File: config.mk
export PLATFORM = sky130hd
export DESIGN_NAME = upx2_axis
export DESIGN_NICKNAME = d
export VERILOG_FILES = /design/src/rtl/core/upx2_pkg.sv /design/src/rtl/core/upx2_axis.sv
export SDC_FILE = /design/constraint.sdc
export NUM_CORES = 1
export LEC_CHECK = 0
export ABC_AREA = 0
export BUFFER_PORTS_ARGS = -buffer_cell sky130_fd_sc_hd__buf_2
export CORE_UTILIZATION = 45
export DETAILED_ROUTE_END_ITERATION = 10
export GPL_TIMING_DRIVEN = 1
export PLACE_DENSITY = 0.81
export SYNTH_ARGS = -nofsm -noshare
export SYNTH_HDL_FRONTEND = slang
export SYNTH_SLANG_ARGS = --single-unit
export TNS_END_PERCENT = 5
File: constraint.sdc
create_clock -name vclk -period 6.5
set_clock_uncertainty 0.15 [all_clocks]
set_input_delay 0 -clock vclk [all_inputs]
set_output_delay 0 -clock vclk [all_outputs]
set_load 0.005 [all_outputs]
File: src/rtl/core/upx2_pkg.sv
// Package for the 2x image upscaler: request/result types, sizes, filter codes,
// tap weight tables and small helpers. No dependencies.
package upx2_pkg;

    // Image memory geometry
    localparam int MAX_WIDTH  = 128;
    localparam int MAX_HEIGHT = 128;
    localparam int MAX_DIM    = (MAX_WIDTH > MAX_HEIGHT) ? MAX_WIDTH : MAX_HEIGHT;
    localparam int XB         = $clog2(MAX_WIDTH);
    localparam int YB         = $clog2(MAX_HEIGHT);
    localparam int AXIS_BITS  = $clog2(MAX_DIM);
    localparam int DIM_BITS   = $clog2(MAX_DIM + 1);
    localparam int CMP_BITS   = DIM_BITS + 2;
    localparam int ADDR_BITS  = XB + YB;
    localparam int MEM_DEPTH  = 1 << ADDR_BITS;

    // Datapath sizes
    localparam int TAPS         = 4;
    localparam int NUM_CH       = 3;
    localparam int CH_BITS      = 8;
    localparam int PIX_BITS     = NUM_CH * CH_BITS;
    localparam int WEIGHT_BITS  = 9;
    localparam int WPROD_BITS   = 16;
    localparam int ACC_BITS     = 26;
    localparam int RND_BITS     = ACC_BITS + 1;
    localparam int FRAC_BITS    = 14;
    localparam int ROUND_HALF   = 1 << (FRAC_BITS - 1);
    localparam int CH_MAX       = (1 << CH_BITS) - 1;
    localparam int TAP_CNT_BITS = 4;
    localparam logic [TAP_CNT_BITS-1:0] TAP_LAST = TAP_CNT_BITS'(TAPS * TAPS - 1);

    // Configuration port
    localparam int CFG_IDX_BITS  = 2;
    localparam int CFG_DATA_BITS = 8;
    localparam int MODE_BITS     = 2;
    localparam logic [CFG_IDX_BITS-1:0] CFG_FILTER_MODE = 2'd0;
    localparam logic [CFG_IDX_BITS-1:0] CFG_SRC_WIDTH   = 2'd1;
    localparam logic [CFG_IDX_BITS-1:0] CFG_SRC_HEIGHT  = 2'd2;

    localparam logic [MODE_BITS-1:0] MODE_NEAREST  = 2'd0;
    localparam logic [MODE_BITS-1:0] MODE_BILINEAR = 2'd1;
    localparam logic [MODE_BITS-1:0] MODE_BICUBIC  = 2'd2;

    localparam logic [CFG_DATA_BITS-1:0] RST_FILTER_MODE = CFG_DATA_BITS'(MODE_BICUBIC);
    localparam logic [CFG_DATA_BITS-1:0] RST_SRC_WIDTH   = 8'd128;
    localparam logic [CFG_DATA_BITS-1:0] RST_SRC_HEIGHT  = 8'd128;

    // Request function codes
    localparam logic FUNC_WRITE   = 1'b0;
    localparam logic FUNC_COMPUTE = 1'b1;

    typedef struct packed {
        logic       func;
        logic [7:0] pos_x;
        logic [7:0] pos_y;
        logic [7:0] in_red;
        logic [7:0] in_green;
        logic [7:0] in_blue;
    } cmd_t;

    typedef struct packed {
        logic [7:0] out_red;
        logic [7:0] out_green;
        logic [7:0] out_blue;
        logic       coord_error;
    } result_t;

    typedef logic signed [WEIGHT_BITS-1:0] weight_t;
    typedef logic signed [WPROD_BITS-1:0]  wprod_t;

    // Fractional phase of one axis: t = 0, 1/4 or 3/4
    typedef enum logic [1:0] {
        TSEL_ONE,
        TSEL_QTR,
        TSEL_TQ
    } tsel_t;

    // Clamped tap positions and weights (over 128) of one axis
    typedef struct packed {
        logic [TAPS-1:0][AXIS_BITS-1:0] pos;
        weight_t [TAPS-1:0]              wt;
    } axis_t;

    typedef enum logic [1:0] {
        ST_IDLE,
        ST_RUN,
        ST_LAST,
        ST_ROUND
    } state_t;

    localparam weight_t ONE_TAP [TAPS] = '{9'sd0, 9'sd128, 9'sd0, 9'sd0};
    localparam weight_t LIN_QTR [TAPS] = '{9'sd0, 9'sd96, 9'sd32, 9'sd0};
    localparam weight_t LIN_TQ  [TAPS] = '{9'sd0, 9'sd32, 9'sd96, 9'sd0};
    localparam weight_t CUB_QTR [TAPS] = '{-9'sd9, 9'sd111, 9'sd29, -9'sd3};
    localparam weight_t CUB_TQ  [TAPS] = '{-9'sd3, 9'sd29, 9'sd111, -9'sd9};

    // Size register saturated to 1..maxv
    function automatic logic [DIM_BITS-1:0] eff_size(input logic [CFG_DATA_BITS-1:0] r,
                                                     input int maxv);
        logic [DIM_BITS-1:0] s;
        if (r == '0)
            s = DIM_BITS'(1);
        else if (int'(r) > maxv)
            s = DIM_BITS'(maxv);
        else
            s = DIM_BITS'(r);
        return s;
    endfunction

    // Modes other than nearest and bilinear are treated as bicubic
    function automatic weight_t tap_weight(input logic [MODE_BITS-1:0] mode,
                                           input tsel_t tsel,
                                           input logic [1:0] idx);
        weight_t w;
        if (tsel == TSEL_ONE)
            w = ONE_TAP[idx];
        else if (mode == MODE_BILINEAR)
            w = (tsel == TSEL_QTR) ? LIN_QTR[idx] : LIN_TQ[idx];
        else
            w = (tsel == TSEL_QTR) ? CUB_QTR[idx] : CUB_TQ[idx];
        return w;
    endfunction

endpackage

File: src/rtl/core/upx2_axis.sv
// Per-axis setup: maps a destination coordinate to TAPS edge-clamped source taps
// and their weights. Depends on upx2_pkg.
module upx2_axis (
    input  logic [7:0]                    coord,
    input  logic [upx2_pkg::DIM_BITS-1:0] size,
    input  logic [upx2_pkg::MODE_BITS-1:0] mode,
    output upx2_pkg::axis_t               taps
);
    import upx2_pkg::*;

    always_comb
    begin
        int    k;
        int    last;
        int    base;
        int    p;
        tsel_t tsel;

        k    = int'(coord) >> 1;
        last = int'(size) - 1;

        if (mode == MODE_NEAREST)
        begin
            base = k;
            tsel = TSEL_ONE;
        end
        else if (coord[0] == 1'b0)
        begin
            // even column sits 3/4 past the previous source pixel
            if (k == 0)
            begin
                base = 0;
                tsel = TSEL_ONE;
            end
            else
            begin
                base = k - 1;
                tsel = TSEL_TQ;
            end
        end
        else
        begin
            // odd column, clamped at the far edge
            if (k >= last)
            begin
                base = last;
                tsel = TSEL_ONE;
            end
            else
            begin
                base = k;
                tsel = TSEL_QTR;
            end
        end

        for (int i = 0; i < TAPS; i++)
        begin
            p = base + i - 1;
            if (p < 0)
                p = 0;
            if (p > last)
                p = last;
            taps.pos[i] = AXIS_BITS'(p);
            taps.wt[i]  = tap_weight(mode, tsel, 2'(i));
        end
    end

endmodule

## Yosys cells after proc, flatten, opt, wreduce, memory -nomap -nowiden

Cells that the tools add are included.

| word-level totals | value |
|---|---|
| memories kept | 0 |
| register bits after elaboration | 0 |
| bits of input ports | 18 |
| word-level logic and storage cells | 53 |
| memory bits (writable) | 0 |
| ROM bits | 0 |
| output and inout bits | 64 |
| latch bits | 0 |

| cells by class | value |
|---|---|
| bitwise operators | 0 |
| $mul | 0 |
| shift-type cells | 0 |
| muxes and demuxes | 30 |
| reductions and logical operators | 3 |
| eq/ne operators | 2 |
| order comparisons | 9 |
| div/mod/pow operators | 0 |
| $add $sub $neg | 9 |

Operators with widths:

| kind | number |
|---|---|
| $mux 32 | 8 |
| $gt 32x9->1 | 4 |
| $lt 32x1->1 const B | 4 |
| $sub 32x2->32 const B | 4 |
| $mux 7 | 11 |
| $add 32x3->32 const B | 2 |
| $mux 9 | 4 |
| $add 32x2->32 const B | 1 |
| $logic_not 32->1 | 1 |
| $ge 8x9->1 | 1 |
| $sub 8x1->9 const B | 1 |
| $mux 4 | 2 |
| $mux 8 | 1 |
| $sub 7x1->8 const B | 1 |
| $mux 2 | 3 |
| $eq 2x1->1 const B | 2 |
| $logic_not 2->1 | 2 |
| $mux 1 | 1 |

## Depth between registers and ports, before layout

| depth | value |
|---|---|
| depth in word-level cells | 11 |
| depth in mapped cells | 34 |
| depth with buffers taken out | 30 |

## Least setup slack after synthesis

OpenSTA, ideal clock, no wires.

| timing path | value |
|---|---|
| path kind | in2out |
| start point | input size[0] in the netlist's numbering |
| end point | output taps[58] in the netlist's numbering |
| data required time | 6,350 ps |
| cell stages on the path | 30 |
| setup slack | 21 ps |
| path buffers | 4 |
| arrival time | 6,329 ps |
| path through | clkbuf_1 > inv_1 > ha_1 > buf_6 > xnor2_1 > ha_1 > o21ai_0 > o21bai_1 > a21oi_1 > o211a_1 > nor3_1 > a221oi_1 > inv_1 > ha_1 > nor3b_1 > buf_6 > a31oi_4 > clkbuf_1 > nor2_1 > ha_1 > a21o_1 > a21oi_1 > nor2b_1 > o21ai_0 > a21oi_1 > a2111oi_0 > a21oi_1 > a2111oi_0 > o221ai_2 > mux2_2 |

RTL lines:

| item | RTL line | text |
|---|---|---|
| from (decl) | upx2_axis.sv:5 | `input logic [upx2_pkg::DIM_BITS-1:0] size,` |
| to (decl) | upx2_axis.sv:7 | `output upx2_pkg::axis_t taps` |

==> impl_metrics.json <==
{
  "status": "finished clean",
  "final_nets": 863,
  "dieArea_sq_um": 11300,
  "fill_cells": 1040,
  "nFlopsAndLatches": 0,
  "die_w_microns": 106,
  "crit_buf_inv": 7,
  "required_ns": 6.35,
  "internal_power_w": 0.000235,
  "endpoint_kind": "output port",
  "num_rows": 37,
  "crit_top_cell": "ha_1",
  "grt_usage": 0.247,
  "ioPinCount": 82,
  "total_leakage_power_nw": 2.67,
  "synth-seq-area-share": 0,
  "cap_viol_max_count": 0,
  "drt_iter0_drc": 529,
  "ff_latch_area_sq_um": 0,
  "via_per_inst": 6.07,
  "grt_pass1_vias": 4728,
  "cp_slowest_stage_delay_ns": 0.39,
  "hpwl_mm": 11.4,
  "total_power_w": 0.000526,
  "vdd.ir_drop.worst_mv": 0.0647,
  "slowest_stage": "or3_1",
  "worst_pin_slew_ns": 1.10,
  "utilization": 0.524,
  "area_growth_pct": 11.5,
  "min_path_type": "primary input to output port",
  "fin_tns_setup_ns": 0,
  "arrival_ns": 5.99,
  "report.final.hold_viol_count": 0,
  "slew_headroom": 0.265,
  "power_frac_seq": 0,
  "nClkBuffers": 0,
  "grt_pass1_wl_mm": 22.9,
  "diodes": 0,
  "postSynthAreaPerCell_sq_um": 7.31,
  "crit_path_max_fanout": 12,
  "fin_crit_sh": 0.945,
  "place_area_sq_um": 5360,
  "ys_types": 82,
  "grt_max_degree": 61,
  "multi_input_area_sq_um": 4540,
  "vias": 5247,
  "syn-cell-area_sq_um": 4890,
  "power_density_nw_per_um2": 96.5,
  "power.share.clock": 0,
  "clock.fmax_mhz": 163,
  "cp_top_family": "simple AND/OR/NAND/NOR gates",
  "critPathLaunchType": "primary input",
  "firstDrtPassIters": 5,
  "fp.dieH_microns": 106,
  "power_switching_w": 0.000291,
  "post-route-drc-count": 0,
  "start_util": 0.470,
  "synth_warnings": 0,
  "syn_inst": 669,
  "numPortBuffers": 79,
  "routedWlPerCell_microns": 16.8,
  "finalWirelength_mm": 14.6,
  "drive_above_1_share": 0.231,
  "min_period_ns": 6.14,
  "p_comb_frac": 1.000,
  "drtAntennaViolNets": 0,
  "setup_violations": 0,
  "antenna_found_initial": 0,
  "switching_share": 0.554,
  "slew_viol_final": 0,
  "core_region_area_sq_um": 10400,
  "path_class": "primary input to output port",
  "final_area_sq_um": 5450,
  "grt_overflow": 0,
  "rsz0062_at_grt": "true",
  "place_congestion": 1.01
}
## final timing paths
check	from	to	cells after the start
setup / recovery	size[0]	taps[41]	29
hold / removal	mode[1]	taps[14]	5
## per-stage QoR
stage	instances	setup WS, ns	hold WS [ns]
after detailed placement	862	-0.185	0.274
after floorplan	674	0.0212	0.00684
after CTS	862	0.0145	0.278
after global placement	862	-0.00329	0.273
after global routing	864	-0.0133	0.311
final	864	0.357	0.278
## what timing repair did
item                                    in CTS  in global routing
gates resized for setup                      3                 13
buffers inserted                             0                  2
endpoints found under the setup margin       7                 21
gates cloned                                 0                  0
pin swaps                                    1                  4
hold buffers                                 0                  0
## power groups by stage
stage	clock network (W)	registers (W)	logic, W
6_report	0	0	0.000526
5_1_grt	0	0	0.000574
4_1_cts	0	0	0.000510
3_5_place_dp	0	0	0.000506
3_3_place_gp	0	0	0.000498
2_1_floorplan	0	0	0.000357
## tightest hold or removal path: stages
cell and delay (ns):
buf_2 0.11, inv_1 0.08, nand2_1 0.06, a21oi_1 0.06, buf_2 0.12
## cells in the final DEF (no fill, tap or decap), types with 11 or more instances in the layout
| cell type | synthesis | final |
|---|---|---|
| inv_1 | 29 | 28 |
| buf_2 | 5 | 78 |
| mux2_2 | 21 | 21 |
| ha_1 | 115 | 114 |
| o21ai_0 | 35 | 34 |
| nand4_1 | 15 | 15 |
| o21a_1 | 11 | 11 |
| nor2b_1 | 28 | 28 |
| nand3_1 | 30 | 30 |
| a21oi_1 | 42 | 41 |
| buf_4 | 29 | 27 |
| nor2_1 | 73 | 73 |
| nand2_1 | 35 | 35 |
## per-layer routing
layer  up-vias  GRT usage  part of all wire
li1       2573          -                 -
met1      2376      0.326              0.43
met2       248      0.420              0.46
met3        50     0.0153             0.067
met4         0     0.0883             0.039
met5         -          0                 0
## layout make-up
cell class	count	area share
Inverter	32	0.0227
Multi-Input combinational cell	589	0.832
Tap cell	136	0.0312
Timing Repair Buffer	107	0.114
## cells in the mapped netlist (6+ instances only)
| cell | count | area share |
|---|---|---|
| nor3b_1 | 6 | 0.0092 |
| xnor2_1 | 10 | 0.018 |
| buf_4 | 29 | 0.045 |
| ha_1 | 115 | 0.29 |
| inv_1 | 29 | 0.022 |
| nor2_1 | 73 | 0.056 |
| nand2b_1 | 9 | 0.012 |
| mux2_2 | 21 | 0.048 |
| a21oi_1 | 42 | 0.043 |
| clkbuf_1 | 16 | 0.012 |
| nor4_1 | 7 | 0.0090 |
| nor3_1 | 11 | 0.011 |
| mux2i_1 | 6 | 0.012 |
| a2111oi_0 | 6 | 0.011 |
| nor2b_1 | 28 | 0.036 |
| o21a_1 | 11 | 0.017 |
| nand4_1 | 15 | 0.019 |
| a21o_1 | 10 | 0.015 |
| o21ai_0 | 35 | 0.036 |
| and2_1 | 10 | 0.013 |
| nand3_1 | 30 | 0.031 |
| a211oi_1 | 6 | 0.0092 |
| nand2_1 | 35 | 0.027 |
| or3_1 | 8 | 0.010 |
## logic make-up after synthesis
kind of cell,synth area share
fa+ha+maj,0.298
compound gates,0.238
buf+inv,0.0918
simple gates,0.284
other cells,0.000767
xor+xnor,0.0269
mux,0.0606
(Power assumes the default switching activity.)
