**config.mk**
```make
export PLATFORM = sky130hd
export DESIGN_NAME = upx2_mac
export DESIGN_NICKNAME = d
export VERILOG_FILES = /design/src/rtl/core/upx2_pkg.sv /design/src/rtl/core/upx2_mac.sv
export SDC_FILE = /design/constraint.sdc
export NUM_CORES = 1
export LEC_CHECK = 0
export BUFFER_PORTS_ARGS = -buffer_cell sky130_fd_sc_hd__buf_2
export CAP_MARGIN = 20
export CORE_MARGIN = 1
export CORE_UTILIZATION = 40
export CTS_BUF_LIST = sky130_fd_sc_hd__clkbuf_4 sky130_fd_sc_hd__clkbuf_8 sky130_fd_sc_hd__clkbuf_16
export DETAILED_ROUTE_END_ITERATION = 6
export SETUP_SLACK_MARGIN = 0.4
export SLEW_MARGIN = 20
export SYNTH_ARGS = -nofsm -noshare
export SYNTH_HDL_FRONTEND = slang
export SYNTH_SLANG_ARGS = --single-unit
export TNS_END_PERCENT = 50
```
**constraint.sdc**
```tcl
create_clock -name clk -period 3.48 [get_ports clk]
set_input_delay 0.696 -clock clk [delete_from_list [all_inputs] [get_ports clk]]
set_output_delay 0.696 -clock clk [all_outputs]
set_load 0.02 [all_outputs]
```
**src/rtl/core/upx2_pkg.sv**
```systemverilog
// Package for the 2x image upscaler: request/result types, sizes, filter codes,
// tap weight tables and small helpers. No dependencies.
package upx2_pkg;

    // Image memory geometry
    localparam int MAX_WIDTH  = 128;
    localparam int MAX_HEIGHT = 128;
    localparam int MAX_DIM    = (MAX_WIDTH > MAX_HEIGHT) ? MAX_WIDTH : MAX_HEIGHT;
    localparam int XB         = $clog2(MAX_WIDTH);
    localparam int YB         = $clog2(MAX_HEIGHT);
    localparam int AXIS_BITS  = $clog2(MAX_DIM);
    localparam int DIM_BITS   = $clog2(MAX_DIM + 1);
    localparam int CMP_BITS   = DIM_BITS + 2;
    localparam int ADDR_BITS  = XB + YB;
    localparam int MEM_DEPTH  = 1 << ADDR_BITS;

    // Datapath sizes
    localparam int TAPS         = 4;
    localparam int NUM_CH       = 3;
    localparam int CH_BITS      = 8;
    localparam int PIX_BITS     = NUM_CH * CH_BITS;
    localparam int WEIGHT_BITS  = 9;
    localparam int WPROD_BITS   = 16;
    localparam int ACC_BITS     = 26;
    localparam int RND_BITS     = ACC_BITS + 1;
    localparam int FRAC_BITS    = 14;
    localparam int ROUND_HALF   = 1 << (FRAC_BITS - 1);
    localparam int CH_MAX       = (1 << CH_BITS) - 1;
    localparam int TAP_CNT_BITS = 4;
    localparam logic [TAP_CNT_BITS-1:0] TAP_LAST = TAP_CNT_BITS'(TAPS * TAPS - 1);

    // Configuration port
    localparam int CFG_IDX_BITS  = 2;
    localparam int CFG_DATA_BITS = 8;
    localparam int MODE_BITS     = 2;
    localparam logic [CFG_IDX_BITS-1:0] CFG_FILTER_MODE = 2'd0;
    localparam logic [CFG_IDX_BITS-1:0] CFG_SRC_WIDTH   = 2'd1;
    localparam logic [CFG_IDX_BITS-1:0] CFG_SRC_HEIGHT  = 2'd2;

    localparam logic [MODE_BITS-1:0] MODE_NEAREST  = 2'd0;
    localparam logic [MODE_BITS-1:0] MODE_BILINEAR = 2'd1;
    localparam logic [MODE_BITS-1:0] MODE_BICUBIC  = 2'd2;

    localparam logic [CFG_DATA_BITS-1:0] RST_FILTER_MODE = CFG_DATA_BITS'(MODE_BICUBIC);
    localparam logic [CFG_DATA_BITS-1:0] RST_SRC_WIDTH   = 8'd128;
    localparam logic [CFG_DATA_BITS-1:0] RST_SRC_HEIGHT  = 8'd128;

    // Request function codes
    localparam logic FUNC_WRITE   = 1'b0;
    localparam logic FUNC_COMPUTE = 1'b1;

    typedef struct packed {
        logic       func;
        logic [7:0] pos_x;
        logic [7:0] pos_y;
        logic [7:0] in_red;
        logic [7:0] in_green;
        logic [7:0] in_blue;
    } cmd_t;

    typedef struct packed {
        logic [7:0] out_red;
        logic [7:0] out_green;
        logic [7:0] out_blue;
        logic       coord_error;
    } result_t;

    typedef logic signed [WEIGHT_BITS-1:0] weight_t;
    typedef logic signed [WPROD_BITS-1:0]  wprod_t;

    // Fractional phase of one axis: t = 0, 1/4 or 3/4
    typedef enum logic [1:0] {
        TSEL_ONE,
        TSEL_QTR,
        TSEL_TQ
    } tsel_t;

    // Clamped tap positions and weights (over 128) of one axis
    typedef struct packed {
        logic [TAPS-1:0][AXIS_BITS-1:0] pos;
        weight_t [TAPS-1:0]              wt;
    } axis_t;

    typedef enum logic [1:0] {
        ST_IDLE,
        ST_RUN,
        ST_LAST,
        ST_ROUND
    } state_t;

    localparam weight_t ONE_TAP [TAPS] = '{9'sd0, 9'sd128, 9'sd0, 9'sd0};
    localparam weight_t LIN_QTR [TAPS] = '{9'sd0, 9'sd96, 9'sd32, 9'sd0};
    localparam weight_t LIN_TQ  [TAPS] = '{9'sd0, 9'sd32, 9'sd96, 9'sd0};
    localparam weight_t CUB_QTR [TAPS] = '{-9'sd9, 9'sd111, 9'sd29, -9'sd3};
    localparam weight_t CUB_TQ  [TAPS] = '{-9'sd3, 9'sd29, 9'sd111, -9'sd9};

    // Size register saturated to 1..maxv
    function automatic logic [DIM_BITS-1:0] eff_size(input logic [CFG_DATA_BITS-1:0] r,
                                                     input int maxv);
        logic [DIM_BITS-1:0] s;
        if (r == '0)
            s = DIM_BITS'(1);
        else if (int'(r) > maxv)
            s = DIM_BITS'(maxv);
        else
            s = DIM_BITS'(r);
        return s;
    endfunction

    // Modes other than nearest and bilinear are treated as bicubic
    function automatic weight_t tap_weight(input logic [MODE_BITS-1:0] mode,
                                           input tsel_t tsel,
                                           input logic [1:0] idx);
        weight_t w;
        if (tsel == TSEL_ONE)
            w = ONE_TAP[idx];
        else if (mode == MODE_BILINEAR)
            w = (tsel == TSEL_QTR) ? LIN_QTR[idx] : LIN_TQ[idx];
        else
            w = (tsel == TSEL_QTR) ? CUB_QTR[idx] : CUB_TQ[idx];
        return w;
    endfunction

endpackage

```
**src/rtl/core/upx2_mac.sv**
```systemverilog
// Three-channel multiply-accumulate with round-half-up and 0..255 saturation.
// Depends on upx2_pkg.
module upx2_mac (
    input  logic                                        clk,
    input  logic                                        rst_n,
    input  logic                                        clear,
    input  logic                                        en,
    input  upx2_pkg::wprod_t                            wprod,
    input  logic [upx2_pkg::PIX_BITS-1:0]               pixel,
    output logic [upx2_pkg::NUM_CH-1:0][upx2_pkg::CH_BITS-1:0] chan
);
    import upx2_pkg::*;

    logic signed [ACC_BITS-1:0] acc_reg  [NUM_CH];
    logic signed [ACC_BITS-1:0] acc_next [NUM_CH];

    // chan[0] is red (pixel bits 23..16)
    always_comb
    begin
        logic signed [CH_BITS:0]            pix_s;
        logic signed [WPROD_BITS+CH_BITS:0] prod;
        logic signed [RND_BITS-1:0]         rnd;
        logic        [RND_BITS-1:0]         shifted;

        for (int c = 0; c < NUM_CH; c++)
        begin
            pix_s = $signed({1'b0, pixel[PIX_BITS-1-CH_BITS*c -: CH_BITS]});
            prod  = (WPROD_BITS+CH_BITS+1)'(wprod) * (WPROD_BITS+CH_BITS+1)'(pix_s);
            if (clear)
                acc_next[c] = '0;
            else if (en)
                acc_next[c] = acc_reg[c] + ACC_BITS'(prod);
            else
                acc_next[c] = acc_reg[c];

            rnd     = RND_BITS'(acc_reg[c]) + RND_BITS'(ROUND_HALF);
            shifted = RND_BITS'(rnd >>> FRAC_BITS);
            if (rnd[RND_BITS-1])
                chan[c] = '0;
            else if (shifted > RND_BITS'(CH_MAX))
                chan[c] = CH_BITS'(CH_MAX);
            else
                chan[c] = shifted[CH_BITS-1:0];
        end
    end

    always_ff @(posedge clk or negedge rst_n)
    begin
        if (!rst_n)
        begin
            for (int c = 0; c < NUM_CH; c++)
                acc_reg[c] <= '0;
        end
        else
        begin
            for (int c = 0; c < NUM_CH; c++)
                acc_reg[c] <= acc_next[c];
        end
    end

endmodule

```
# ---- Yosys cells after proc, flatten, opt, wreduce, memory -nomap -nowiden
# Index checks and enable logic that the tools add are counted.
dict set report totals {
  regBits 78
  input_bits 44
  out_inout_bits 24
  wordCells 28
}
dict set report classes {
  n_addsub 6
  n_mul 3
  magnitude_cmp 3
  mux 12
  reduce_logical 1
}
# cell n
set ops {}
lappend ops {{$mux W26} 6}
lappend ops {{$add A26 B15 Y27 const B} 3}
lappend ops {{$gt A27 B8 Y1 const B} 3}
lappend ops {{$add A26 B25 Y26} 3}
lappend ops {{$mul A16 B9 Y25} 3}
lappend ops {{$mux W8} 6}
lappend ops {{$reduce_bool A2 Y1} 1}

# ---- Longest topological paths before layout
# Gate-level depths: netlist of the first run.
dict set report logic_depth {
  word_depth 4
  mapped_depth 23
  mapped_depth_nobuf 21
}

# ---- Worst setup path before layout of the first run
# No wires, ideal clock.
dict set report synth_path {
  kind {input -> register}
  startpoint {input port wprod[7]}
  endpoint {register acc_reg[24] (netlist name)}
  arrival_time_ns 5.687
  t_required_ns 3.411
  setup_slack_ns -2.276
  cell_stages 21
  n_path_buf 1
  cell_sequence {clkbuf_1 -> nand2_1 -> fa_1 -> inv_1 -> fa_1 -> inv_1 -> fa_1 -> inv_1 -> fa_1 -> inv_1 -> fa_1 -> inv_1 -> ha_1 -> a2111oi_2 -> a21oi_2 -> a21boi_2 -> o211ai_1 -> a31oi_1 -> o21ai_0 -> a2111o_1 -> nand3_1}
}
dict set report synth_via {
  elab_chain_len 4
}
# element line
set synth_lines {}
lappend synth_lines {{start: declaration} upx2_mac.sv:8} ;# input upx2_pkg::wprod_t wprod,
lappend synth_lines {{$mul A16 B9 Y25} upx2_mac.sv:28} ;# prod = (WPROD_BITS+CH_BITS+1)'(wprod) * (WPROD_BITS+CH_BITS+1)'(pix_s);
lappend synth_lines {{$add A26 B25 Y26} upx2_mac.sv:32} ;# acc_next[c] = acc_reg[c] + ACC_BITS'(prod);
lappend synth_lines {{$mux W26} upx2_mac.sv:31} ;# else if (en)
lappend synth_lines {{$mux W26} upx2_mac.sv:29} ;# if (clear)
lappend synth_lines {{end signal: indexed assignment} upx2_mac.sv:57} ;# acc_reg[c] <= acc_next[c];
lappend synth_lines {{end: declaration} upx2_mac.sv:14} ;# logic signed [ACC_BITS-1:0] acc_reg [NUM_CH];
# No other way between the ends. The select of a mux whose other input is x is not followed.
# A chain may end at the register's enable or synchronous reset.

# ---- Worst setup path in the final report of the first run
dict set report layout_path {
  startpoint {input port wprod[6]}
  endpoint {register acc_reg[51] (netlist name)}
}
# The elaborated chain is that of the path after synthesis.

==> impl_results.md, run 1 <==
- R2R cell count: 12
- Critical Path AT: 5.61 ns
- Failing checks: negative setup slack
- Count of pins over their slew limit: 0
- Synth Instances: between 2000 and 2500
- Global-route usage over all layers: 21.30%
- Setup Skew: ~0.0094 ns
- Synth cell types: 70
- TritonCTS clock tree: built
- Post-DRT Antenna Nets: 0
- # nets final: 3202
- Initial DRC Count: 820
- RSZ-0062 raised after global routing: yes
- Post-synthesis sequential area ratio: 9.708%
- Number of buffers created by CTS: 9
- Drt pass-1 iters: 5
- Most frequent cells in the layout: 491 x inv_1, 357 x fa_1, 297 x buf_4, 211 x and2_1, 182 x nand2_1
- Yosys Warn Count: 0
- Setup CP Type: in2reg
- Routed wire per std cell: 15.73 um
- Die width: between 200 and 250 um
- Die height: approximately 230 um
- Final wirelength: ~52 mm
- FF-to-FF setup slack: 0.28 ns
- Largest stage delay, worst path: 0.54 ns
- CP required: 3.73 ns
- Cell area after synthesis: 0.02011 mm^2
- Most common cell on crit path: fa_1
- Share of cells above drive strength 1: 27.69%
- Post-synth ARST share: 100.0%
- CTS clock-pin slew for the worst setup and hold paths: 0.08 ns
- Synth area leader: fa_1
- Synth area leaders: fa_1 37%, ha_1 11%, inv_1 9.8%
- Grt total ovfl: 0
- Worst setup path start: wprod[6]
- Worst hold path type: in2async
- Average cell area after synthesis: 8.834 um^2
- Area Overhead vs Synth: 30.73%
- Vias per Instance: ~5
- Global-route wire length before repair: 85.91 mm
- Wire length on met2: 26.42 mm
- Crit path max fanout: 12
- Buffers on Ports: 67
- Routability Congestion: 0.8713
- Area of the core: 0.04925 mm^2
- HPWL Detailed: between 30 and 40 mm
- Fin worst setup slack: -1.880 ns
- Met3 routed WL: 1.524 mm
- Largest register FFs: 78
- Largest net degree at the start of global routing: 84
- Syn_nets: around 2900
- I/O pin cnt: 68
- CP endpoint: acc_reg[51]$_DFFE_PN0P_
- Area share of the leading cell type in the synthesized netlist: 37.34%
- Crit-path slowest cell: fa_1
- Outcome: finished, violations left
- Count of state elements after synthesis: between 70 and 80
- Final Hold Viols: 0
- Commonest non-fill, non-tap cell in the layout: inv_1
- Period minus WS final: 5.360 ns
- Post-synth EDFFs: 0
- Top Layer Used: met4
- Worst Tran Pin Value: roughly 1 ns
- Worst-Skew Late Latency: 0.39 ns
- Fin crit share: 154.0%
- Number of global-route vias before repair: 17009
- CTS sink count: 78
- Fin util: 53.36%
- Crit Reg-Reg Startpoint: acc_reg[32]$_DFFE_PN0P_
- Max_slew headroom: 33.49%
- Finish-stage setup viols: 66
- Critical Path Sink Type: flip-flop
- H-Tree Depth: 3
- CP startpoint kind: primary input
- Max Fclk: about 0.19 GHz
- Ys flop type: dfrtp_1
- Reg-to-Reg End: acc_reg[51]$_DFFE_PN0P_
- Clk root buf: clkbuf_16
- CP Cell Sequence: buf_6 -> buf_6 -> nand2_1 -> fa_1 -> inv_1 -> fa_1 -> ha_1 -> fa_1 -> inv_1 -> fa_1 -> inv_1 -> ha_1 -> or3_4 -> o211ai_1 -> a31oi_4 -> a21oi_2 -> o21bai_2 -> a311oi_2 -> xor2_1 -> nor2_1
- Maxcap violations: 0
- DR DRC count: 0
- Wl on met1: 22.89 mm
- Die Footprint: 0.05116 mm^2
- Starting Density: 40.82%
- Initial antenna violation count: 1
- Clock tree buffer depth: 2
- Via Count: 16196
- Rows: 81
-- timing repair --
action	4_1_cts	5_1_grt
setup buffers	44	13
setup endpoints to repair	93	93
resized for setup	284	131
gates cloned	5	0
pin swaps	193	125
hold buffers	0	0
-- cell usage after synthesis, types with 3 or more instances --
library cell  count
a211oi_1         15
mux2i_1          38
o21ai_1           3
nor2_1          108
nor3_1           14
o22ai_1           5
nand3_1          24
xnor2_1          72
buf_1             8
a21o_1           28
clkbuf_1         78
and4_1            5
a31o_2            3
nor3b_1           6
o21ai_0          29
xor2_1           16
dfrtp_1          78
ha_1            177
inv_1           523
o21a_1            8
o21ai_2           3
nand4_1           7
nand2b_1         17
fa_1            375
and2_1          227
and3_1           10
o211ai_1          9
nor2b_1           8
nor4_1            3
a311oi_1          5
o31ai_1           5
o21bai_1          4
a31oi_1          10
a21oi_1         100
nand2_1         204
or3_1             7
-- critical path, delay by kind of cell --
kind,cells,cell delay [ns]
AOI/OAI and AO/OA,5,1.19
adders and majority gates,6,2.49
xor gates and xnor gates,1,0.18
buffers and inverters,5,0.46
and+or+nand+nor,3,0.57
-- layout make-up --
class	instances	area, um^2
Clock buffer	9	225.2
Sequential cell	78	1952
Inverter	524	1967
Tap cell	664	830.8
Antenna cell	2	5.005
Fill cell	4538	22970
Clock inverter	7	56.30
Multi-Input combinational cell	1588	17610
Timing Repair Buffer	405	3638
-- worst min-delay path by stage --
| stage | to | cells past startpoint | slack, ns | startpoint |
|---|---|---|---|---|
| 2_1_floorplan | acc_reg[0]$_DFFE_PN0P_ | 0 | 0.40 | rst_n |
| 3_3_place_gp | acc_reg[57]$_DFFE_PN0P_ | 2 | 0.50 | acc_reg[57]$_DFFE_PN0P_ |
| 3_5_place_dp | acc_reg[7]$_DFFE_PN0P_ | 2 | 0.51 | acc_reg[7]$_DFFE_PN0P_ |
| 4_1_cts | acc_reg[50]$_DFFE_PN0P_ | 1 | 0.32 | rst_n |
| 5_1_grt | acc_reg[35]$_DFFE_PN0P_ | 1 | 0.35 | rst_n |
| 6_report | acc_reg[50]$_DFFE_PN0P_ | 1 | 0.33 | rst_n |
-- routing by layer --
layer  up-vias  GRT usage, %
li1       7606             -
met1      8324         28.62
met2       230         36.90
met3        36         2.277
met4         0         4.555
met5         -             0
-- logic make-up (layout without fill, tap and decap cells) --
family / Yosys count / after routing / share of synthesized area (%)
and+or+nand+nor: 654 / 654 / 16.53
AOI/OAI and AO/OA: 254 / 254 / 8.177
adders and majority gates: 552 / 552 / 48.35
xor gates and xnor gates: 88 / 88 / 3.833
other: 0 / 2 / 0
DFF: 78 / 78 / 9.708
buffers and inverters: 610 / 945 / 11.39
muxes: 40 / 40 / 2.004
-- per-stage QoR --
step / setup TNS (ns) / setup WS [ns] / hold slack [ns] / cells / instance area [um^2]
2_1_floorplan: -92.85 / -2.002 / 0.4004 / 2276 / 20910
4_1_cts: -93.68 / -1.821 / 0.3227 / 3262 / 25580
5_1_grt: -106.31 / -2.028 / 0.3529 / 3276 / 26280
3_3_place_gp: -130.14 / -2.405 / 0.4974 / 3197 / 23710
6_report: -96.70 / -1.880 / 0.3311 / 3277 / 26280
3_5_place_dp: -134.22 / -2.480 / 0.5092 / 3197 / 23710
Power of run 1 is left out: the tool's default activity adds up to more than one toggle a clock period on the data nets, which glitch-free logic cannot reach.
==> inputs of run 2 (changes only) <==
Settings changed: ABC_AREA set to 1.
==> impl_results.md, run 2 <==
- Outcome: finished, violations left
- Failing checks: negative setup slack
- Share of cells above drive strength 1: 27.30% (-0.39 points)
- Critical Path AT: 4.96 ns (-0.65 ns)
- Largest register FFs: 78 (unchanged)
- Die height: 237.8 um (+5.1%)
- Post-synth EDFFs: 0 (unchanged)
- Initial DRC Count: 915 (+12%)
- Commonest non-fill, non-tap cell in the layout: inv_1
- Grt total ovfl: 0 (unchanged)
- Period minus WS final: 4.676 ns (-0.6843 ns)
- RSZ-0062 raised after global routing: yes
- Synth area leader: fa_1
- Die Footprint: 0.05656 mm^2 (+11%)
- Fin crit share: 134.4% (-20 points)
- N_diodes: 0 (-2)
- Starting Density: 40.46% (-0.36 points)
- Worst hold path type: in2async
- HPWL Detailed: 49.12 mm (+23%)
- Via Count: 19680 (+22%)
- Average cell area after synthesis: 6.892 um^2 (-22%)
- Fin worst setup slack: -1.196 ns (+0.6843 ns)
- DR DRC count: 0 (unchanged)
- Ys flop type: dfrtp_1
- Cell area after synthesis: 0.02225 mm^2 (+11%)
- Largest net degree at the start of global routing: 56 (-33%)
- CTS clock-pin slew for the worst setup and hold paths: 0.08 ns (about the same)
- Worst-Skew Late Latency: 0.40 ns (about the same)
- Cell with the most instances after synthesis: inv_1
- Synth Instances: 3228 (+42%)
- Fin util: 53.89% (+0.53 points)
- Yosys Warn Count: 0 (unchanged)
- Area share of the leading cell type in the synthesized netlist: 33.75% (-3.6 points)
- Drt pass-1 iters: 5 (unchanged)
- Most frequent cells after synthesis: 1013 x inv_1, 1008 x nand2_1, 375 x fa_1
- Final wirelength: 64.07 mm (+24%)
- Number of fill cells: 5206 (+15%)
- # nets final: 4111 (+28%)
- Count of pins over their slew limit: 0 (unchanged)
- Max Fclk: 0.2139 GHz (+15%)
- Finish-stage setup viols: 66 (unchanged)
- CP startpoint kind: primary input
- Maxcap violations: 0 (unchanged)
- Vias per Instance: 4.611 (-6.7%)
- Routed wire per std cell: 15.01 um (-4.6%)
- Critical Path Sink Type: flip-flop
- Post-DRT Antenna Nets: 0 (unchanged)
- Initial antenna violation count: 0 (-1)
- Area Overhead vs Synth: 33.21%
- Area of the core: 0.05499 mm^2 (+12%)
- Count of state elements after synthesis: 78 (unchanged)
- Rows: 86 (+6.2%)
- Setup Skew: 0.01114 ns (+0.001777 ns)
- CTS sink count: 78 (unchanged)
- H-Tree Depth: 3 (unchanged)
- I/O pin cnt: 68 (unchanged)
- Number of global-route vias before repair: 20467 (+20%)
- Final Hold Viols: 0 (unchanged)
- CP required: 3.77 ns (+0.04 ns)
- Global-route wire length before repair: 104.6 mm (+22%)
- Max_slew headroom: 40.13% (+6.6 points)
- Setup CP Type: in2reg
- Die width: 237.8 um (+5.1%)
- Synth area leaders: fa_1 34%, inv_1 17%, nand2_1 17%
- Syn_nets: 3824 (+33%)
- Crit path max fanout: 7 (-5)
- Post-synthesis sequential area ratio: 8.774% (-0.93 points)
- Clock tree buffer depth: 2 (unchanged)
- Routability Congestion: 0.9107 (+4.5%)
- Most frequent cells in the layout: 919 x inv_1, 798 x nand2_1, 349 x fa_1, 240 x buf_4, 138 x nand2_2
- Global-route usage over all layers: 23.52% (+2.2 points)
- Synth cell types: 39 (-44%)
- TritonCTS clock tree: built
- Clk root buf: clkbuf_16
- Number of buffers created by CTS: 9 (unchanged)
- Post-synth ARST share: 100.0% (unchanged)
- Buffers on Ports: 67 (unchanged)
- Worst Tran Pin Value: 0.8981 ns (-0.09816 ns)
## run 2: cell count changes in the layout (fill, tap and decap cells not counted), moves of 41 or more
cell / previous run / this run
inv_2: 33 / 100
o21ai_1: 10 / 51
nor2_4: 1 / 50
nand2_1: 182 / 798
and2_1: 211 / 3
nor2_1: 104 / 35
nand2_2: 17 / 138
inv_1: 491 / 919
nand3_1: 19 / 85
buf_4: 297 / 240
nand2_4: 5 / 68
xnor2_1: 66 / 1
## run 2: repair_timing
| item | 4_1_cts | 5_1_grt |
|---|---|---|
| buffers inserted | 35 | 17 |
| pin swaps | 171 | 199 |
| cloned | 12 | 2 |
| hold endpoints to repair | 0 | 0 |
| resized for setup | 359 | 226 |
| setup endpoints to repair | 69 | 71 |
| hold buffers | 0 | 0 |
## run 2: stage by stage
stage / hold slack (ns) / setup WS, ns / std cells / TNS [ns] / area, um^2
3_3_place_gp: 0.4848 / -1.943 / 4186 / -108.04 / 26470
3_5_place_dp: 0.4822 / -1.931 / 4186 / -109.85 / 26470
4_1_cts: 0.3098 / -1.158 / 4249 / -64.51 / 28660
2_1_floorplan: 0.4004 / -1.289 / 3228 / -72.54 / 23940
6_report: 0.2965 / -1.196 / 4268 / -65.69 / 29630
5_1_grt: 0.3430 / -1.347 / 4268 / -75.78 / 29630
## run 2: logic make-up after synthesis
logic type	Yosys count	synth area share, %
buffers and inverters	1116	18.85
DFF	78	8.774
AOI/OAI and AO/OA	160	4.123
and+or+nand+nor	1298	23.61
xor gates and xnor gates	24	0.9449
adders and majority gates	552	43.70
## run 2: worst paths after layout
kind,from,end,slack (ns),cells after the start
setup / recovery,wprod[15],acc_reg[73]$_DFFE_PN0P_,-1.20,24
hold / removal,rst_n,acc_reg[25]$_DFFE_PN0P_,0.30,1
setup reg to reg,acc_reg[65]$_DFFE_PN0P_,acc_reg[70]$_DFFE_PN0P_,1.03,12
hold reg to reg,acc_reg[54]$_DFFE_PN0P_,acc_reg[54]$_DFFE_PN0P_,0.50,2
max in group asynchronous,rst_n,acc_reg[74]$_DFFE_PN0P_,2.45,2
min in group clk,acc_reg[54]$_DFFE_PN0P_,acc_reg[54]$_DFFE_PN0P_,0.50,2
## run 2: cell type report
class | count | area [um^2] | share of cell area (%)
Multi-Input combinational cell | 2034 | 18940 | 63.93
Inverter | 1020 | 3831 | 12.93
Timing Repair Buffer | 372 | 3672 | 12.39
Sequential cell | 78 | 1952 | 6.587
Tap cell | 748 | 935.9 | 3.158
Clock buffer | 11 | 240.2 | 0.8107
Clock inverter | 5 | 58.81 | 0.1984
## run 2: metal layers
| layer | track usage [%] | part of all wire [%] | wire [um] | up-vias |
|---|---|---|---|---|
| met3 | 2.730 | 4.3 | 2727 | 77 |
| met5 | 0 | 0 | 0 | - |
| met4 | 6.315 | 2.3 | 1461 | 0 |
| met2 | 40.50 | 48 | 30950 | 389 |
| met1 | 31.22 | 45 | 28930 | 9442 |
| li1 | - | - | - | 9772 |
## run 2: critical path, stage by stage
cell	delay [ns]
buf_16	0.14
buf_8	0.14
buf_6	0.12
nand2_2	0.05
inv_2	0.04
fa_2	0.58
inv_2	0.05
fa_1	0.49
inv_2	0.04
fa_1	0.49
fa_1	0.51
inv_1	0.05
fa_1	0.50
inv_2	0.05
ha_4	0.30
nand2_4	0.08
nor2_4	0.12
inv_2	0.05
nor2_4	0.09
nand3b_1	0.12
nand3_1	0.10
nand2_1	0.06
nand3_2	0.05
nand2_1	0.06
Power of run 2 is left out for the same reason.
==> inputs of run 3 (changes only) <==
Settings changed: BUFFER_PORTS_ARGS -buffer_cell sky130_fd_sc_hd__buf_2 to -buffer_cell sky130_fd_sc_hd__buf_4, CORE_ASPECT_RATIO set to 1.75, CTS_BUF_LIST sky130_fd_sc_hd__clkbuf_4 sky130_fd_sc_hd__clkbuf_8 sky130_fd_sc_hd__clkbuf_16 to sky130_fd_sc_hd__clkbuf_8.
==> impl_results.md, run 3 (synthesis gave the netlist of run 2 again) <==
- Clk root buf: clkbuf_8
- Most frequent cells in the layout: 904 x inv_1, 772 x nand2_1, 350 x fa_1, 277 x buf_4, 165 x nand2_2
- Failing checks: negative setup slack
- Max Fclk: 0.2149 GHz (+0.50%)
- # nets final: 4110 (-0.024%)
- Vias per Instance: 4.758 (+3.2%)
- Number of fill cells: 5311 (+2.0%)
- Area of the core: 0.05506 mm^2 (+0.13%)
- Number of buffers created by CTS: 9 (unchanged)
- Final Hold Viols: 0 (unchanged)
- Final instance area: 0.02948 mm^2 (-0.51%)
- Number of global-route vias before repair: 21371 (+4.4%)
- CTS clock-pin slew for the worst setup and hold paths: 0.12 ns (+0.04 ns)
- Crit-path slowest cell: fa_1
- Largest stage delay, worst path: 0.58 ns (about the same)
- Die width: 180.3 um (-24%)
- Setup CP Type: in2reg
- Count of pins over their slew limit: 0 (unchanged)
- Setup Skew: 0.03074 ns (+0.01960 ns)
- Post-CTS Hold Fix Bufs: 0 (unchanged)
- Share of cells above drive strength 1: 28.47% (+1.2 points)
- Max_slew headroom: 39.31% (-0.82 points)
- Die Footprint: 0.05660 mm^2 (about the same)
- Crit path max fanout: 6 (-1)
- Routability Congestion: 0.9286 (+2.0%)
- Die height: 314.0 um (+32%)
- Outcome: finished, violations left
- Via Count: 20060 (+1.9%)
- Worst-Skew Late Latency: 0.46 ns (+0.06 ns)
- I/O pin cnt: 68 (unchanged)
- CP required: 3.82 ns (+0.05 ns)
- Drt pass-1 iters: 5 (unchanged)
- Starting Density: 40.41% (-0.053 points)
- Global-route usage over all layers: 24.66% (+1.1 points)
- Rows: 114 (+33%)
- Maxcap violations: 0 (unchanged)
- Routed wire per std cell: 15.88 um (+5.8%)
- Top delay family on crit path: adder cells
- Fin crit share: 133.7% (-0.66 points)
- Commonest non-fill, non-tap cell in the layout: inv_1
- Final wirelength: 66.94 mm (+4.5%)
- CP startpoint kind: primary input
- DR DRC count: 0 (unchanged)
- CP Cell Sequence: buf_12 -> buf_12 -> nand2_4 -> inv_2 -> fa_1 -> inv_2 -> fa_1 -> inv_1 -> fa_1 -> fa_1 -> inv_1 -> fa_1 -> inv_2 -> ha_4 -> nand2_4 -> nor2_4 -> and2_4 -> nand3b_1 -> nand3_1 -> nand2_1 -> nand3_2 -> nand2_1
- Worst Tran Pin Value: 0.9104 ns (+0.01237 ns)
- Area Overhead vs Synth: 32.53%
- Post-DP Area: 0.02658 mm^2 (+0.40%)
- Post-DRT Antenna Nets: 0 (unchanged)
- Largest net degree at the start of global routing: 56 (unchanged)
- Period minus WS final: 4.653 ns (-0.02314 ns)
- Buffers on Ports: 67 (unchanged)
- Critical Path Sink Type: flip-flop
- CP bufs+invs: 7 (-2)
- Initial antenna violation count: 1 (+1)
- H-Tree Depth: 3 (unchanged)
- Critical Path AT: 5.00 ns (+0.04 ns)
- CTS sink count: 78 (unchanged)
- Largest register FFs: 78 (unchanged)
- Finish-stage setup viols: 66 (unchanged)
- HPWL Detailed: 54.26 mm (+10%)
- RSZ-0062 raised after global routing: yes
- Most common cell on crit path: fa_1
- Global-route wire length before repair: 108.7 mm (+3.9%)
- Grt total ovfl: 0 (unchanged)
- Initial DRC Count: 874 (-4.5%)
- Clock tree buffer depth: 2 (unchanged)
- Worst hold path type: in2async
- Fin worst setup slack: -1.173 ns (+0.02314 ns)
- TritonCTS clock tree: built
- Pre-CTS setup slack: -1.739 ns (+0.1917 ns)
==> run 3: metal layers <==
metal	up-vias	GRT usage, %	part of all wire [%]
li1	9767	-	-
met1	9790	26.08	37
met2	352	48.65	56
met3	151	2.256	2.4
met4	0	11.27	4.6
met5	-	0	0
==> run 3: what timing repair did <==
item                                    CTS  global route
pin swaps                               222           196
cloned                                    6             1
setup buffers                            31            23
resized for setup                       374           227
endpoints found under the hold margin     0             0
endpoints found under the setup margin   72            81
==> run 3: area by class of cell <==
type                    instances  area (um^2)  area share (%)
multi-input cells            2034        18970           64.36
inverters                    1020         3834           13.00
repair buffers                371         3655           12.40
flip-flops and latches         78         1952           6.621
well taps                     696        870.8           2.954
clock buffers                   9        123.9          0.4202
clock inverters                 7        71.32          0.2419
diodes                          1        2.502        0.008488
==> run 3: metrics by stage <==
| stage | hold slack, ns | instances | utilization, % | setup TNS (ns) |
|---|---|---|---|---|
| after global routing | 0.3760 | 4216 | 53.55 | -69.74 |
| after detailed placement | 0.4753 | 4138 | 48.27 | -102.79 |
| after floorplan | 0.4004 | 3228 | - | -72.54 |
| after CTS | 0.3379 | 4191 | 51.85 | -58.65 |
| after global placement | 0.4658 | 4138 | 48.27 | -101.51 |
| final | 0.3245 | 4216 | 53.55 | -59.69 |
==> run 3: worst paths after layout <==
kind	from	endpoint	depth (start not counted)	slack, ns
max reg2reg	acc_reg[66]$_DFFE_PN0P_	acc_reg[73]$_DFFE_PN0P_	13	1.00
min reg2reg	acc_reg[21]$_DFFE_PN0P_	acc_reg[21]$_DFFE_PN0P_	2	0.50
max	wprod[15]	acc_reg[72]$_DFFE_PN0P_	22	-1.17
min	rst_n	acc_reg[51]$_DFFE_PN0P_	1	0.32
max in group asynchronous	rst_n	acc_reg[64]$_DFFE_PN0P_	2	2.32
min in group clk	acc_reg[21]$_DFFE_PN0P_	acc_reg[21]$_DFFE_PN0P_	2	0.50
Power of run 3 is left out for the same reason.
